--- config.mk ---
export PLATFORM = sky130hd
export DESIGN_NAME = apl_div_cell
export DESIGN_NICKNAME = d
export VERILOG_FILES = /design/src/rtl/apl_pkg.sv /design/src/rtl/apl_div_cell.sv
export SDC_FILE = /design/constraint.sdc
export NUM_CORES = 1
export LEC_CHECK = 0
export BUFFER_PORTS_ARGS = -buffer_cell sky130_fd_sc_hd__buf_2
export CORE_AREA = 2 2 309 311
export DETAILED_ROUTE_END_ITERATION = 8
export DIE_AREA = 0 0 311 313
export SLEW_MARGIN = 25
export SYNTH_ARGS = -nofsm -noshare
export SYNTH_HDL_FRONTEND = slang
export SYNTH_SLANG_ARGS = --single-unit
--- constraint.sdc ---
create_clock -name clk -period 1 [get_ports clk]
set_clock_uncertainty 0.1 [all_clocks]
set_input_delay 0.2 -clock clk [delete_from_list [all_inputs] [get_ports clk]]
set_output_delay 0.2 -clock clk [all_outputs]
set_load 0.005 [all_outputs]
--- src/rtl/apl_pkg.sv ---
`timescale 1ns / 1ps
// ----------------------------------------------------------------------------
// apl_pkg
// Shared types and codes for the APL scalar integer ALU.
// ----------------------------------------------------------------------------
package apl_pkg;

    localparam int DATA_W = 64;
    localparam int HALF_W = DATA_W / 2;
    localparam int OP_W   = 5;
    localparam int ST_W   = 2;

    typedef enum logic [OP_W-1:0] {
        OP_IDENT = 5'd0,
        OP_NEG   = 5'd1,
        OP_SIGN  = 5'd2,
        OP_RECIP = 5'd3,
        OP_ABS   = 5'd4,
        OP_ADD   = 5'd5,
        OP_SUB   = 5'd6,
        OP_MUL   = 5'd7,
        OP_DIV   = 5'd8,
        OP_REM   = 5'd9,
        OP_MAX   = 5'd10,
        OP_MIN   = 5'd11,
        OP_LT    = 5'd12,
        OP_LE    = 5'd13,
        OP_EQ    = 5'd14,
        OP_NE    = 5'd15,
        OP_GE    = 5'd16,
        OP_GT    = 5'd17
    } op_t;

    localparam logic [ST_W-1:0] ST_OK      = 2'd0;
    localparam logic [ST_W-1:0] ST_DOMAIN  = 2'd1;
    localparam logic [ST_W-1:0] ST_UNKNOWN = 2'd2;

    // Sideband that rides along the divider chain.
    typedef struct packed {
        logic [OP_W-1:0]   op;
        logic              a_neg;
        logic              b_neg;
        logic [ST_W-1:0]   status;
        logic              last;
        logic [DATA_W-1:0] val;     // result of the ops other than mul, div and rem
        logic [DATA_W-1:0] pp_lo;   // a_lo * b_lo
        logic [HALF_W-1:0] pp_ab;   // low half of a_lo * b_hi
        logic [HALF_W-1:0] pp_ba;   // low half of a_hi * b_lo
    } item_t;

    // Restoring-divider working state.
    typedef struct packed {
        logic [DATA_W-1:0] rem;
        logic [DATA_W-1:0] nq;      // dividend bits out, quotient bits in
        logic [DATA_W-1:0] den;
    } div_t;

endpackage

--- src/rtl/apl_div_cell.sv ---
`timescale 1ns / 1ps
// ----------------------------------------------------------------------------
// apl_div_cell
// One restoring-division step; registers one quotient bit and the sideband.
// ----------------------------------------------------------------------------
module apl_div_cell
    import apl_pkg::*;
(
    input  logic  clk,
    input  logic  rst_n,
    input  logic  en,
    input  logic  in_vld,
    input  item_t in_item,
    input  div_t  in_div,
    output logic  out_vld,
    output item_t out_item,
    output div_t  out_div
);

    logic          vld_reg;
    item_t         item_reg;
    div_t          div_reg;
    div_t          div_next;
    logic [DATA_W:0] trial;
    logic [DATA_W:0] diff;
    logic          ge;

    assign trial = {in_div.rem, in_div.nq[DATA_W-1]};
    assign diff  = trial - {1'b0, in_div.den};
    assign ge    = !diff[DATA_W];

    always_comb
    begin
        div_next.rem = ge ? diff[DATA_W-1:0] : trial[DATA_W-1:0];
        div_next.nq  = {in_div.nq[DATA_W-2:0], ge};
        div_next.den = in_div.den;
    end

    always_ff @(posedge clk or negedge rst_n)
    begin
        if (!rst_n)
            vld_reg <= 1'b0;
        else if (en)
            vld_reg <= in_vld;
    end

    always_ff @(posedge clk)
    begin
        if (en)
        begin
            item_reg <= in_item;
            div_reg  <= div_next;
        end
    end

    assign out_vld  = vld_reg;
    assign out_item = item_reg;
    assign out_div  = div_reg;

endmodule

== Word level (Yosys, flattened, before mapping) ==
Cells that the tools add are included.
Storage, ports and cells
  word-level logic and storage cells: 16
  register bits: 395
  input bits: 398
Operators by class
  reduce and logical (&&, ||, !) cells: 1
  $add $sub $neg: 1
  multiplexer cells: 1
Operators by type and width (number)
  $sub A65 B64 Y65: 1
  $mux W64: 1
  $logic_not A1 Y1: 1

== Longest topological paths before layout ==
  word-level depth: 2
  gate-level depth with buffers: 17
  gate-level depth less buffers: 13

== Least setup slack after synthesis ==
Ideal clock, no wire load.
  kind: input -> register
  from: in in_div[7] (netlist name)
  to: reg div_reg, in the netlist out_div[185], data pin
  slack: -2.319 ns
  data required time: 0.640 ns
  stages: 17
  data arrival time: 2.958 ns
  path buffers: 5
  cells stage by stage: inv_1 -> ha_1 -> buf_2 -> a21oi_2 -> nor2_1 -> o41ai_4 -> o22ai_2 -> o21ai_2 -> a211oi_2 -> or3_1 -> buf_6 -> and3_1 -> buf_6 -> inv_4 -> buf_6 -> buf_8 -> mux2_4
RTL lines
  from (decl): line apl_div_cell.sv:14  | input div_t in_div,
  to (signal assigned): line apl_div_cell.sv:52  | div_reg <= div_next;
  to (decl): line apl_div_cell.sv:22  | div_t div_reg;

==> out/qor.yml <==
worst_setup_path:
  cp_num_buf_inv: 5
  crit_slowest_cell: "fa_2"
  critPathCaptureType: "flop"
  crit_required_ns: 1.26
  worstPathArrival_ns: 3.06
  slowest_delay_ns: 0.37
  crit_family: "compound AO/OA/AOI/OAI gates"
  path_cells: "buf_8 > inv_12 > ha_4 > fa_2 > nor2b_4 > o211ai_1 > a21o_1 > o22ai_4 > o21ai_4 > a211oi_4 > o211ai_1 > and3_4 > inv_12 > buf_12 > buf_8 > mux2_2"
  worstSetupPathType: "input port to flop"
  startpoint_type: "input port"
  critPathMaxFanout: 8
sta:
  layout_setup_ws_ns: -1.80
  finalCritPeriodShare: 2.80
  max_freq_mhz: 357
  whs_ns: -0.351
  slew_viol_final: 0
  period_needed_ns: 2.80
  hold_viol_final: 2
  final-setup-viol-count: 855
  tightestPinTransition_ns: 0.484
  rsz0062_at_grt: "yes"
  max-slew-margin-rel: 0.675
yosys:
  synth-edff-count: 394
  yosysUniqueCellTypes: 76
  syn_inst: 1159
  synth.net_count: 1622
  yosys.area.top_type: "edfxtp_1"
  avgSynthCellArea_um2: 14.7
  syn_area_um2: 17100
  synthFlopType: "edfxtp_1"
  synth_common_cells: "edfxtp_1, inv_1, a21oi_1"
  synth_top_area_frac: 0.694
  yosys_warnings: 0
  synth.most_common_cell: "edfxtp_1"
  async_flop_share: 0.00253
  ys_seq_area_frac: 0.695
  synth_seq_cells: 395
  yosys-top-cells-area: "edfxtp_1, ha_1, mux2_2"
global_routing:
  grt_pass1_wl_um: 127000
  antenna_found_initial: 65
  grt_max_degree: 33
  grt_pass1_vias: 16800
  overflow: 0
  grt_usage: 0.185
clocking:
  clkSlewWorstSetupHoldPaths_ns: 0.06
  cts_num_sinks: 395
  clk_path_buf_depth: 3
  cts_made_buffers: 47
  cts_tree: "built"
  htree_num_levels: 2
  root_buffer: "clkbuf_16"
  clkLatencyLatePin_ns: 0.64
floorplan:
  num_rows: 113
  die_h_um: 313
  io_pins: 793
  dieWidth_um: 311
  core_um2: 94200
  die_area_um2: 97300
  initial_core_util: 0.181
job:
  cap_viol_max_count: 0
pwr:
  p_leak_nw: 14.0
  p_sw_mw: 14.2
  p_int_mw: 36.7
  power_frac_seq: 0.408
  p_sw_frac: 0.279
  power.density_nw_per_um2: 1570
  pwr-share-comb: 0.248
  clockPowerShare: 0.344
  ir_drop_v: 0.00120
outcome:
  violations: "hold timing, setup timing"
  status: "finished with violations"
drt:
  vias: 16400
  postRouteAntennaNets: 0
  wire_per_inst_um: 23.4
  drt_first_pass_iters: 5
  drcViolationCount: 0
  wl_um: 93600
  viasPerCell: 4.09
  drtIter0Drc: 994
cells_and_area:
  synthToLayoutAreaGrowth_pct: 90.0
  drive_gt1_frac: 0.503
  fin_util: 0.344
  nets: 3152
placement:
  place_ws_ns: -2.72
  globalplace.congestion: 0.867
  dpl.hpwl_um: 73500
  numPortBuffers: 792
hold_path:
  hold_class: "input port to flop"
==> what timing repair did <==
action | in CTS | in global routing
endpoints found under the hold margin | 436 | 45
gates cloned | 3 | 1
gates resized for setup | 240 | 168
pin swaps | 16 | 45
endpoints found under the setup margin | 460 | 855
hold buffers | 391 | 4
setup buffers | 15 | 12
==> metrics by stage <==
stage | std cells | instance area (µm²) | power (mW) | TNS, ns
after detailed placement | 3486 | 25100 | 30.4 | -232.32
after floorplan | 1159 | 17300 | 24.4 | -133.54
after global routing | 4001 | 32400 | 52.8 | -423.62
after global placement | 3486 | 25100 | 30.4 | -227.62
after CTS | 3979 | 31600 | 50.8 | -415.41
final | 4003 | 32400 | 50.9 | -404.48
==> state kept, by name, summed over array words and instances, names as in the netlist <==
name,cells
out_item,202
out_div,192
out_vld,1
==> power groups by stage <==
stage	combinational (mW)	clock, mW	sequential [mW]
after floorplan	3.29	0	21.1
after global placement	9.48	0	20.9
after detailed placement	9.52	0	20.9
after CTS	12.0	18.0	20.7
after global routing	13.5	18.5	20.9
final	12.6	17.5	20.8
==> path summary, 6_finish.rpt <==
| check | from | end | slack [ns] | cells past startpoint |
|---|---|---|---|---|
| worst max-delay path | in_div[127] | out_div[162]$_DFFE_PP_ | -1.80 | 16 |
| worst max register to register | out_vld$_DFFE_PN0P_ | out_vld$_DFFE_PN0P_ | 0.13 | 1 |
| max in group asynchronous | rst_n | out_vld$_DFFE_PN0P_ | 0.38 | 3 |
| min in group asynchronous | rst_n | out_vld$_DFFE_PN0P_ | 0.31 | 3 |
| worst min register to register | out_vld$_DFFE_PN0P_ | out_vld$_DFFE_PN0P_ | 0.45 | 1 |
| worst min-delay path | in_div[1] | out_div[1]$_DFFE_PP_ | -0.35 | 1 |
==> per-layer routing <==
layer / track usage / vias up / wire, µm
met5: 0 / - / 212
met3: 0.0740 / 155 / 9270
met4: 0.0627 / 34 / 3500
met2: 0.297 / 728 / 42600
met1: 0.224 / 7981 / 38100
li1: - / 7473 / -
==> layout make-up <==
cell class	instances	area [µm²]
diodes	13	32.5
clock buffers	53	1200
clock inverters	32	332
fillers	9273	61800
inverters	88	360
multi-input cells	641	5640
flip-flops and latches	395	11900
well taps	1265	1580
repair buffers	1516	11400
==> placed cells by master, fill, tap and decap left out, types with 44 or more instances in the layout <==
master,netlist,final
a21oi_1,78,59
nor2_1,46,44
inv_1,87,72
dlygate4sd3_1,0,394
buf_4,4,304
clkbuf_16,0,48
edfxtp_1,394,394
nand2_1,67,64
buf_6,3,120
buf_2,6,676
==> cell families after synthesis <==
logic type / Yosys count / synth area share
xor+xnor: 54 / 0.0277
mux: 60 / 0.0392
buf+inv: 123 / 0.0307
compound gates: 240 / 0.0921
flops: 395 / 0.695
simple gates: 222 / 0.0671
fa+ha+maj: 65 / 0.0481
Power figures use the tool's default switching activity.
