<file path="src/rtl/apl_pkg.sv">
`timescale 1ns / 1ps
// ----------------------------------------------------------------------------
// apl_pkg
// Shared types and codes for the APL scalar integer ALU.
// ----------------------------------------------------------------------------
package apl_pkg;

    localparam int DATA_W = 64;
    localparam int HALF_W = DATA_W / 2;
    localparam int OP_W   = 5;
    localparam int ST_W   = 2;

    typedef enum logic [OP_W-1:0] {
        OP_IDENT = 5'd0,
        OP_NEG   = 5'd1,
        OP_SIGN  = 5'd2,
        OP_RECIP = 5'd3,
        OP_ABS   = 5'd4,
        OP_ADD   = 5'd5,
        OP_SUB   = 5'd6,
        OP_MUL   = 5'd7,
        OP_DIV   = 5'd8,
        OP_REM   = 5'd9,
        OP_MAX   = 5'd10,
        OP_MIN   = 5'd11,
        OP_LT    = 5'd12,
        OP_LE    = 5'd13,
        OP_EQ    = 5'd14,
        OP_NE    = 5'd15,
        OP_GE    = 5'd16,
        OP_GT    = 5'd17
    } op_t;

    localparam logic [ST_W-1:0] ST_OK      = 2'd0;
    localparam logic [ST_W-1:0] ST_DOMAIN  = 2'd1;
    localparam logic [ST_W-1:0] ST_UNKNOWN = 2'd2;

    // Sideband that rides along the divider chain.
    typedef struct packed {
        logic [OP_W-1:0]   op;
        logic              a_neg;
        logic              b_neg;
        logic [ST_W-1:0]   status;
        logic              last;
        logic [DATA_W-1:0] val;     // result of the ops other than mul, div and rem
        logic [DATA_W-1:0] pp_lo;   // a_lo * b_lo
        logic [HALF_W-1:0] pp_ab;   // low half of a_lo * b_hi
        logic [HALF_W-1:0] pp_ba;   // low half of a_hi * b_lo
    } item_t;

    // Restoring-divider working state.
    typedef struct packed {
        logic [DATA_W-1:0] rem;
        logic [DATA_W-1:0] nq;      // dividend bits out, quotient bits in
        logic [DATA_W-1:0] den;
    } div_t;

endpackage

</file>
<file path="src/rtl/apl_back.sv">
`timescale 1ns / 1ps
// ----------------------------------------------------------------------------
// apl_back
// Final result select: product sum, quotient and remainder sign fix.
// ----------------------------------------------------------------------------
module apl_back
    import apl_pkg::*;
(
    input  item_t             item,
    input  div_t              div,
    output logic [DATA_W-1:0] value,
    output logic [ST_W-1:0]   status,
    output logic              last
);

    logic [HALF_W-1:0] cross_sum;
    logic [DATA_W-1:0] v;

    assign cross_sum = item.pp_ab + item.pp_ba;

    always_comb
    begin
        case (item.op)
            OP_MUL:  v = item.pp_lo + {cross_sum, {HALF_W{1'b0}}};
            OP_DIV:  v = (item.a_neg ^ item.b_neg) ? (~div.nq + 1'b1) : div.nq;
            OP_REM:  v = item.a_neg ? (~div.rem + 1'b1) : div.rem;
            default: v = item.val;
        endcase
    end

    assign value  = (item.status == ST_OK) ? v : '0;
    assign status = item.status;
    assign last   = item.last;

endmodule

</file>
<file path="config.mk">
export PLATFORM = sky130hd
export DESIGN_NAME = apl_back
export DESIGN_NICKNAME = d
export VERILOG_FILES = /design/src/rtl/apl_pkg.sv /design/src/rtl/apl_back.sv
export SDC_FILE = /design/constraint.sdc
export NUM_CORES = 1
export LEC_CHECK = 0
export BUFFER_PORTS_ARGS = -buffer_cell sky130_fd_sc_hd__buf_4
export CAP_MARGIN = 0
export CORE_AREA = 2 2 179 181
export DETAILED_ROUTE_END_ITERATION = 8
export DIE_AREA = 0 0 181 183
export PLACE_DENSITY_LB_ADDON = 0.05
export RECOVER_POWER = 50
export SLEW_MARGIN = 0
export SYNTH_ARGS = -nofsm -noshare
export SYNTH_HDL_FRONTEND = slang
export SYNTH_SLANG_ARGS = --single-unit
</file>
<file path="constraint.sdc">
create_clock -name vclk -period 5.9
set_input_delay 0.295 -clock vclk [all_inputs]
set_output_delay 0.295 -clock vclk [all_outputs]
set_load 0.05 [all_outputs]
</file>
# After elaboration in Yosys (flattened, before gate mapping)
# Index checks and enable logic that the tools add are counted.
# word_totals
rom_bits	0
mem_bits_rw	0
latch_bits	0
output_inout_bits	67
word_cells	15
regBits	0
memories	0
in_bits	394
# classes
order_cmp	0
n_reduce_logical	1
mul	0
muxes	4
n_eq_ne	3
n_bitwise	3
n_div	0
n_addsub	4
shift	0
# op_table
op	n
2-to-1 mux 64 bit	3
one-hot mux 64 bit (3 select lines)	1
adder 64 x 1 -> 64 bit (second input constant)	2
inverter 64 bit	2
adder 64 bit	1
adder 32 bit	1
== test 5 x 4 -> 1 bit (second input constant)	2
== test 5 x 3 -> 1 bit (second input constant)	1
zero test 2 bit	1
bitwise XOR 1 bit	1

# Longest topological paths before layout
# Gate-level depths: netlist (run 1).
# depth
word_depth	5
mapped_depth	23
ltp_nobuf	22

# Worst setup path after synthesis (run 1)
# Ideal clock, no wire load.
# synth_timing
path_kind	input to output
start	input port item[0] in the netlist's numbering
end	output port value[62]
setup_slack_ps	707
arrival_ps	4898
required_time_ps	5605
n_path_buf	1
stages	20
path_cell_list	ha_1 > inv_1 > fa_1 > nor2b_1 > o31a_1 > o21ai_0 > a21boi_0 > o21a_1 > o21ai_0 > nand2b_1 > a21oi_1 > xnor2_1 > ha_1 > clkbuf_1 > and3_1 > a2111oi_0 > o31ai_1 > a221oi_1 > o21ai_0 > o21ai_0
# synth_between
elab_chain_cells	4
# synth_rtl
element	line_no	rtl
start: declaration	apl_back.sv:9	input item_t item,
adder 32 bit	apl_back.sv:19	assign cross_sum = item.pp_ab + item.pp_ba;
adder 64 bit	apl_back.sv:24	OP_MUL: v = item.pp_lo + {cross_sum, {HALF_W{1'b0}}};
one-hot mux 64 bit (3 select lines)	apl_back.sv:23	case (item.op)
2-to-1 mux 64 bit	apl_back.sv:31	assign value = (item.status == ST_OK) ? v : '0;
end: declaration	apl_back.sv:11	output logic [DATA_W-1:0] value,
# No other way between the ends.

# Worst setup path after layout (run 1)
# layout_timing
start	input port item[196] in the netlist's numbering
end	output port value[21]
# layout_between
elab_chain_cells	4
elab_cells_between_ends	5
classes_between	mux (4); bitwise (1)
# layout_rtl
element	line_no	rtl
bitwise XOR 1 bit	apl_back.sv:25	OP_DIV: v = (item.a_neg ^ item.b_neg) ? (~div.nq + 1'b1) : div.nq;
2-to-1 mux 64 bit	apl_back.sv:25	
one-hot mux 64 bit (3 select lines) (*)	apl_back.sv:23	
2-to-1 mux 64 bit (*)	apl_back.sv:31	
# Mark *: on every way between the ends. The rest lies on a longest branch, timed or not.

==> key figures, run 1 <==
Outcome
  • Status: complete, but fails checks
  • Failing checks: max-capacitance violations, max-slew violations

STA
  • RSZ-0062 raised after global routing: no
  • Slew @ Worst Pin: roughly 3.4 ns
  • Worst Slack Setup Final: a little under 0.5 ns
  • # setup viols final: 0
  • Worst rel slew slack: -1.24
  • Slew Viols, Final: 130
  • Fin. Hold Viols: 0
  • Setup TNS: 0 ns
  • Peak Freq: 0.185 GHz
  • Final period util: 0.916
  • Final min period: 5.40 ns

Route
  • Antenna Nets Post-Route: 0
  • Total Routed Length: 40.0 mm
  • Initial DRC count: 587
  • Vias: between 10,000 and 15,000
  • Via density: between 5 and 6
  • DR WL/cell: about 21 um
  • Drt pass-1 iters: 5
  • DRC viols: 0

Floorplanning
  • Die footprint: ~33,000 um^2
  • Core Footprint: ~31,000 um^2
  • Die X: 181 um
  • Chip Height: around 180 um
  • I/O pins: 461
  • Num rows: between 60 and 70
  • Initial Utilization: 0.246

Worst setup path
  • Cell Chain, Critical Path: clkbuf_1 > xor2_4 > clkbuf_1 > o41ai_1 > xnor2_1 > nor2_1 > a21oi_1 > nor2_1 > a311oi_1 > buf_4
  • CP Launch Type: input port
  • Critical setup path kind: in -> out
  • CP arrival: 5.11 ns
  • CP max FO: 66
  • Cell family with most CP delay: buffers and inverters
  • CP Buf/Inv Count: 3
  • WP data required: roughly 5.6 ns
  • Critical Path End Type: primary output
  • CP max stage cell: clkbuf_1
  • Max incr delay on CP: between 2 and 2.5 ns

Power and ir drop
  • Power Density: between 100 and 150 nW/um^2
  • Worst VDD drop: roughly 0.000045 V
  • Leakage: 0.00471 uW

GRT
  • Met1 Use GR: 0.289
  • GR Util met3: 0.0445
  • Gr usage total: 0.228
  • Initial antenna violation count: 6
  • Global route overflow: 0
  • Vias in the first global route: approximately 10,000
  • Met2 Usage GRT: 0.403
  • Busiest metal layer after global routing: met2
  • First-pass GRT wire length: between 50 and 60 mm
  • Pin count of the biggest net entering global routing: 67

Cells and area
  • CLK BUF: 0
  • Synth-to-Final Area Change: 42.6%
  • Most frequent cells in the layout: buf_4, a21oi_1, nor2_1
  • Sequential cell count: 0
  • Fillers: between 3,000 and 4,000
  • Commonest non-fill, non-tap cell in the layout: buf_4
  • Final instance area: 11,000 um^2
  • Final design utilization: 0.351
  • Nets@finish: between 1,500 and 2,000
  • Layout cell share with drive strength beyond 1: 0.275
  • Seq. cell area: 0 um^2

Worst hold path
  • Min-Delay Path Class: in -> out

Clock tree
  • Setup Buffers After CTS: 0
  • CTS resizes: 0
  • CTS Hold Bufs: 0

Synthesis
  • Synthesized area per cell: about 6.6 um^2
  • YS warnings: 0
  • Netlist Area Pre-Place: between 7000 and 8000 um^2
  • Post-synthesis instance total: 1,170
  • Sequential share of the synthesized area: 0
  • Library cells used by synthesis: 70
  • Net Count, Synth: about 1,600

Placement
  • Post-DP Area: roughly 11,000 um^2
  • GP Congestion: about 0.86
  • HPWL Detailed: roughly 34 mm
  • I/O Buffers: 395
  • Worst slack at placement: around 0.53 ns

Flow run
  • Max-cap violations: 2
==> synth_stat cells (13+ instances only) <==
| cell type | count | area (um^2) |
|---|---|---|
| inv_1 | 24 | 90.1 |
| xor2_1 | 74 | 648 |
| nor2_1 | 119 | 447 |
| o22ai_1 | 17 | 106 |
| o211ai_1 | 20 | 150 |
| o41ai_1 | 17 | 149 |
| a22oi_1 | 18 | 135 |
| o31ai_1 | 34 | 255 |
| nand4_1 | 13 | 81.3 |
| a21o_1 | 34 | 255 |
| clkbuf_1 | 61 | 229 |
| or3_1 | 21 | 131 |
| ha_1 | 66 | 826 |
| a21oi_1 | 127 | 636 |
| xnor2_1 | 98 | 858 |
| nor3_1 | 24 | 120 |
| a221oi_1 | 19 | 166 |
| o21ai_0 | 73 | 365 |
| nand3_1 | 25 | 125 |
| nand2_1 | 101 | 379 |
==> power by group <==
| part | internal, uW | total (uW) | switching, uW |
|---|---|---|---|
| Combinational | 568 | 1290 | 723 |
| Sequential | 0 | 0 | 0 |
| Clock | 0.000114 | 0.000114 | 0 |
| Total | 568 | 1290 | 723 |
==> worst paths after layout <==
path | depth (start not counted) | start | end
max | 10 | item[196] | value[21]
min | 0 | item[192] | last
==> through the flow <==
stage,cells,hold slack [ns],power [uW]
5_1_grt,1919,0.590,1420
6_report,1922,0.590,1290
3_3_place_gp,1917,0.591,1290
4_1_cts,1917,0.591,1300
2_1_floorplan,1170,0.757,825
3_5_place_dp,1917,0.591,1290
==> logic make-up after synthesis <==
kind of cell               after synthesis  synth area share
AOI/OAI and AO/OA                      451             0.391
xor gates and xnor gates               172             0.196
adders and majority gates               68             0.113
buffers and inverters                   89            0.0449
muxes                                    3           0.00391
and+or+nand+nor                        387             0.251
==> layer usage <==
layer	wire length [um]	vias up
met5	16	-
met4	869	2
met3	3140	38
met2	19000	346
met1	17000	4701
li1	-	5144
==> area by class of cell <==
cell class	count	area [um^2]	share of cell area
multi-input combinational	1081	7380	0.674
timing repair buffer	410	2970	0.271
tap	402	503	0.0459
antenna	5	12.5	0.00114
inverter	24	90.1	0.00822
(Power assumes the default switching activity.)
==> run 2: changes to the inputs <==
--- a/config.mk
+++ b/config.mk
@@ -10,6 +10,7 @@
 export CORE_AREA = 2 2 179 181
 export DETAILED_ROUTE_END_ITERATION = 8
 export DIE_AREA = 0 0 181 183
+export MAX_ROUTING_LAYER = met4
 export PLACE_DENSITY_LB_ADDON = 0.05
 export RECOVER_POWER = 50
 export SLEW_MARGIN = 0
==> constraint.sdc (replaced) <==
create_clock -name vclk -period 5.9
set_input_delay 0.59 -clock vclk [all_inputs]
set_output_delay 0.59 -clock vclk [all_outputs]
set_load 0.05 [all_outputs]
==> key figures, run 2 (same netlist as run 1, synthesis figures left out) <==
Outcome
  • Status: complete, but fails checks
  • Failing checks: max-capacitance violations, max-slew violations

Power and ir drop
  • Logic pwr share: 1.000 (about the same)
  • Leakage: 0.00483 uW (+2.5%)
  • Psw: 750 uW (+3.7%)
  • Switching part of the total: 0.552 (-0.00882)
  • Internal Power: 610 uW (+7.5%)
  • Sequential power share: 0 (unchanged)
  • Clk network pwr share: 0 (unchanged)
  • Worst VDD drop: 0.0000472 V (+4.9%)
  • Total power: 1360 uW (+5.4%)
  • Power Density: 121 nW/um^2 (+3.0%)

Floorplanning
  • Die footprint: 33,100 um^2 (unchanged)
  • Initial Utilization: 0.246 (unchanged)
  • Chip Height: 183 um (unchanged)
  • Die X: 181 um (unchanged)
  • Core Footprint: 31,200 um^2 (unchanged)
  • I/O pins: 461 (unchanged)
  • Num rows: 65 (unchanged)

Flow run
  • Max-cap violations: 1 (-1)

Cells and area
  • CLK BUF: 0 (unchanged)
  • Area of the multi-input gates: 7510 um^2 (+1.7%)
  • Synth-to-Final Area Change: 46.0%
  • Finished Layout Cells: 1,937 (+0.78%)
  • Nets@finish: 1,994 (+0.76%)
  • Layout cell share with drive strength beyond 1: 0.297 (+0.0221)
  • Most frequent cells in the layout: buf_4, a21oi_1, nor2_1
  • Sequential cell count: 0 (unchanged)
  • Final instance area: 11,200 um^2 (+2.4%)
  • Fillers: 3,470 (-0.43%)
  • Commonest non-fill, non-tap cell in the layout: buf_4
  • Final design utilization: 0.359 (+0.00833)
  • Seq. cell area: 0 um^2 (unchanged)

Placement
  • HPWL Detailed: 33.5 mm (about the same)
  • GP Congestion: 0.909 (+6.2%)
  • Post-DP Area: 11,200 um^2 (+0.88%)
  • I/O Buffers: 395 (unchanged)
  • DP Cell Count: 1,930 (+0.68%)

Worst setup path
  • WP data required: 5.31 ns (-0.30 ns)
  • CP max FO: 4 (-94%)
  • Critical Path End Type: primary output
  • CP arrival: 5.05 ns (-0.06 ns)
  • CP Buf/Inv Count: 4 (+1)
  • Cell mode on critical path: o31a_1
  • CP max stage cell: a311o_1
  • Critical setup path kind: in -> out
  • Cell Chain, Critical Path: buf_6 > ha_4 > inv_2 > fa_2 > nor2b_2 > o31a_1 > o31a_1 > o31a_1 > o21ai_2 > a311o_1 > buf_4 > o311a_4 > a311o_1 > ha_4 > nand4_1 > nor3_2 > o41ai_4 > o211ai_1 > xnor2_1 > xnor2_1 > o22ai_1 > buf_4
  • CP Launch Type: input port
  • Cell family with most CP delay: compound AO/OA/AOI/OAI gates
  • Max incr delay on CP: 0.41 ns (-1.90 ns)

STA
  • Final period util: 0.956 (+0.0400)
  • Slew Viols, Final: 63 (-52%)
  • # setup viols final: 0 (unchanged)
  • Slew @ Worst Pin: 2.65 ns (-0.711 ns)
  • RSZ-0062 raised after global routing: yes
  • Fin. Hold Viols: 0 (unchanged)
  • Final min period: 5.64 ns (+0.236 ns)
  • Worst rel slew slack: -0.768 (+0.474)
  • Peak Freq: 0.177 GHz (-4.2%)

Route
  • DR WL/cell: 20.7 um (-0.50%)
  • Total Routed Length: 40.1 mm (+0.28%)
  • DRC viols: 0 (unchanged)
  • Drt pass-1 iters: 7 (+2)
  • Antenna Nets Post-Route: 0 (unchanged)
  • Vias: 10,248 (+0.17%)
  • Via density: 5.29 (-0.61%)
  • Initial DRC count: 622 (+6.0%)

GRT
  • Global route overflow: 0 (unchanged)
  • Pin count of the biggest net entering global routing: 66 (-1.5%)
  • Initial antenna violation count: 4 (-2)
  • Busiest metal layer after global routing: met2
  • Met2 Usage GRT: 0.414 (+0.0109)
  • Vias in the first global route: 10,009 (-1.7%)
  • First-pass GRT wire length: 59.7 mm (+0.45%)
  • Gr usage total: 0.236 (+0.00742)
  • GR Util met3: 0.0419 (-0.00258)
  • Met1 Use GR: 0.292 (+0.00328)

Worst hold path
  • Min-Delay Path Class: in -> out

Clock tree
  • CTS Hold Bufs: 0 (unchanged)
run 2: power groups by stage:
stage | combinational [uW] | clock (uW) | sequential, uW
floorplan | 825 | 0 | 0
global placement | 1320 | 0 | 0
detailed placement | 1330 | 0 | 0
CTS | 1340 | 0 | 0
global route | 1500 | 0.0000907 | 0
finish | 1360 | 0.000114 | 0
run 2: what timing repair did:
action                                  CTS  global route
buffers inserted                          0             2
gates resized for setup                   0            31
endpoints found under the setup margin    0             9
run 2: cell type report:
class,instances,share of cell area
antenna,5,0.00111
inverter,24,0.00803
multi-input combinational,1081,0.670
tap,402,0.0448
timing repair buffer,425,0.277
run 2: per-stage QoR:
step	TNS, ns	hold slack [ns]	worst slack, ns
after floorplan	0	1.35	0.117
after global placement	0	1.18	0.0244
after detailed placement	0	1.18	0.0436
after CTS	0	1.18	0.0371
after global routing	-0.0973	1.18	-0.0717
final	0	1.18	0.261
run 2: path summary, 6_finish.rpt:
check / startpoint / to / slack, ns / cells after the start
max: item[32] / value[63] / 0.26 / 22
min: item[192] / last / 1.18 / 0
run 2: layer usage:
layer	part of all wire	vias up	wire length, um
met3	0.064	22	2560
li1	-	5170	-
met1	0.44	4755	17600
met2	0.48	301	19400
met5	0	-	0
met4	0.012	0	501
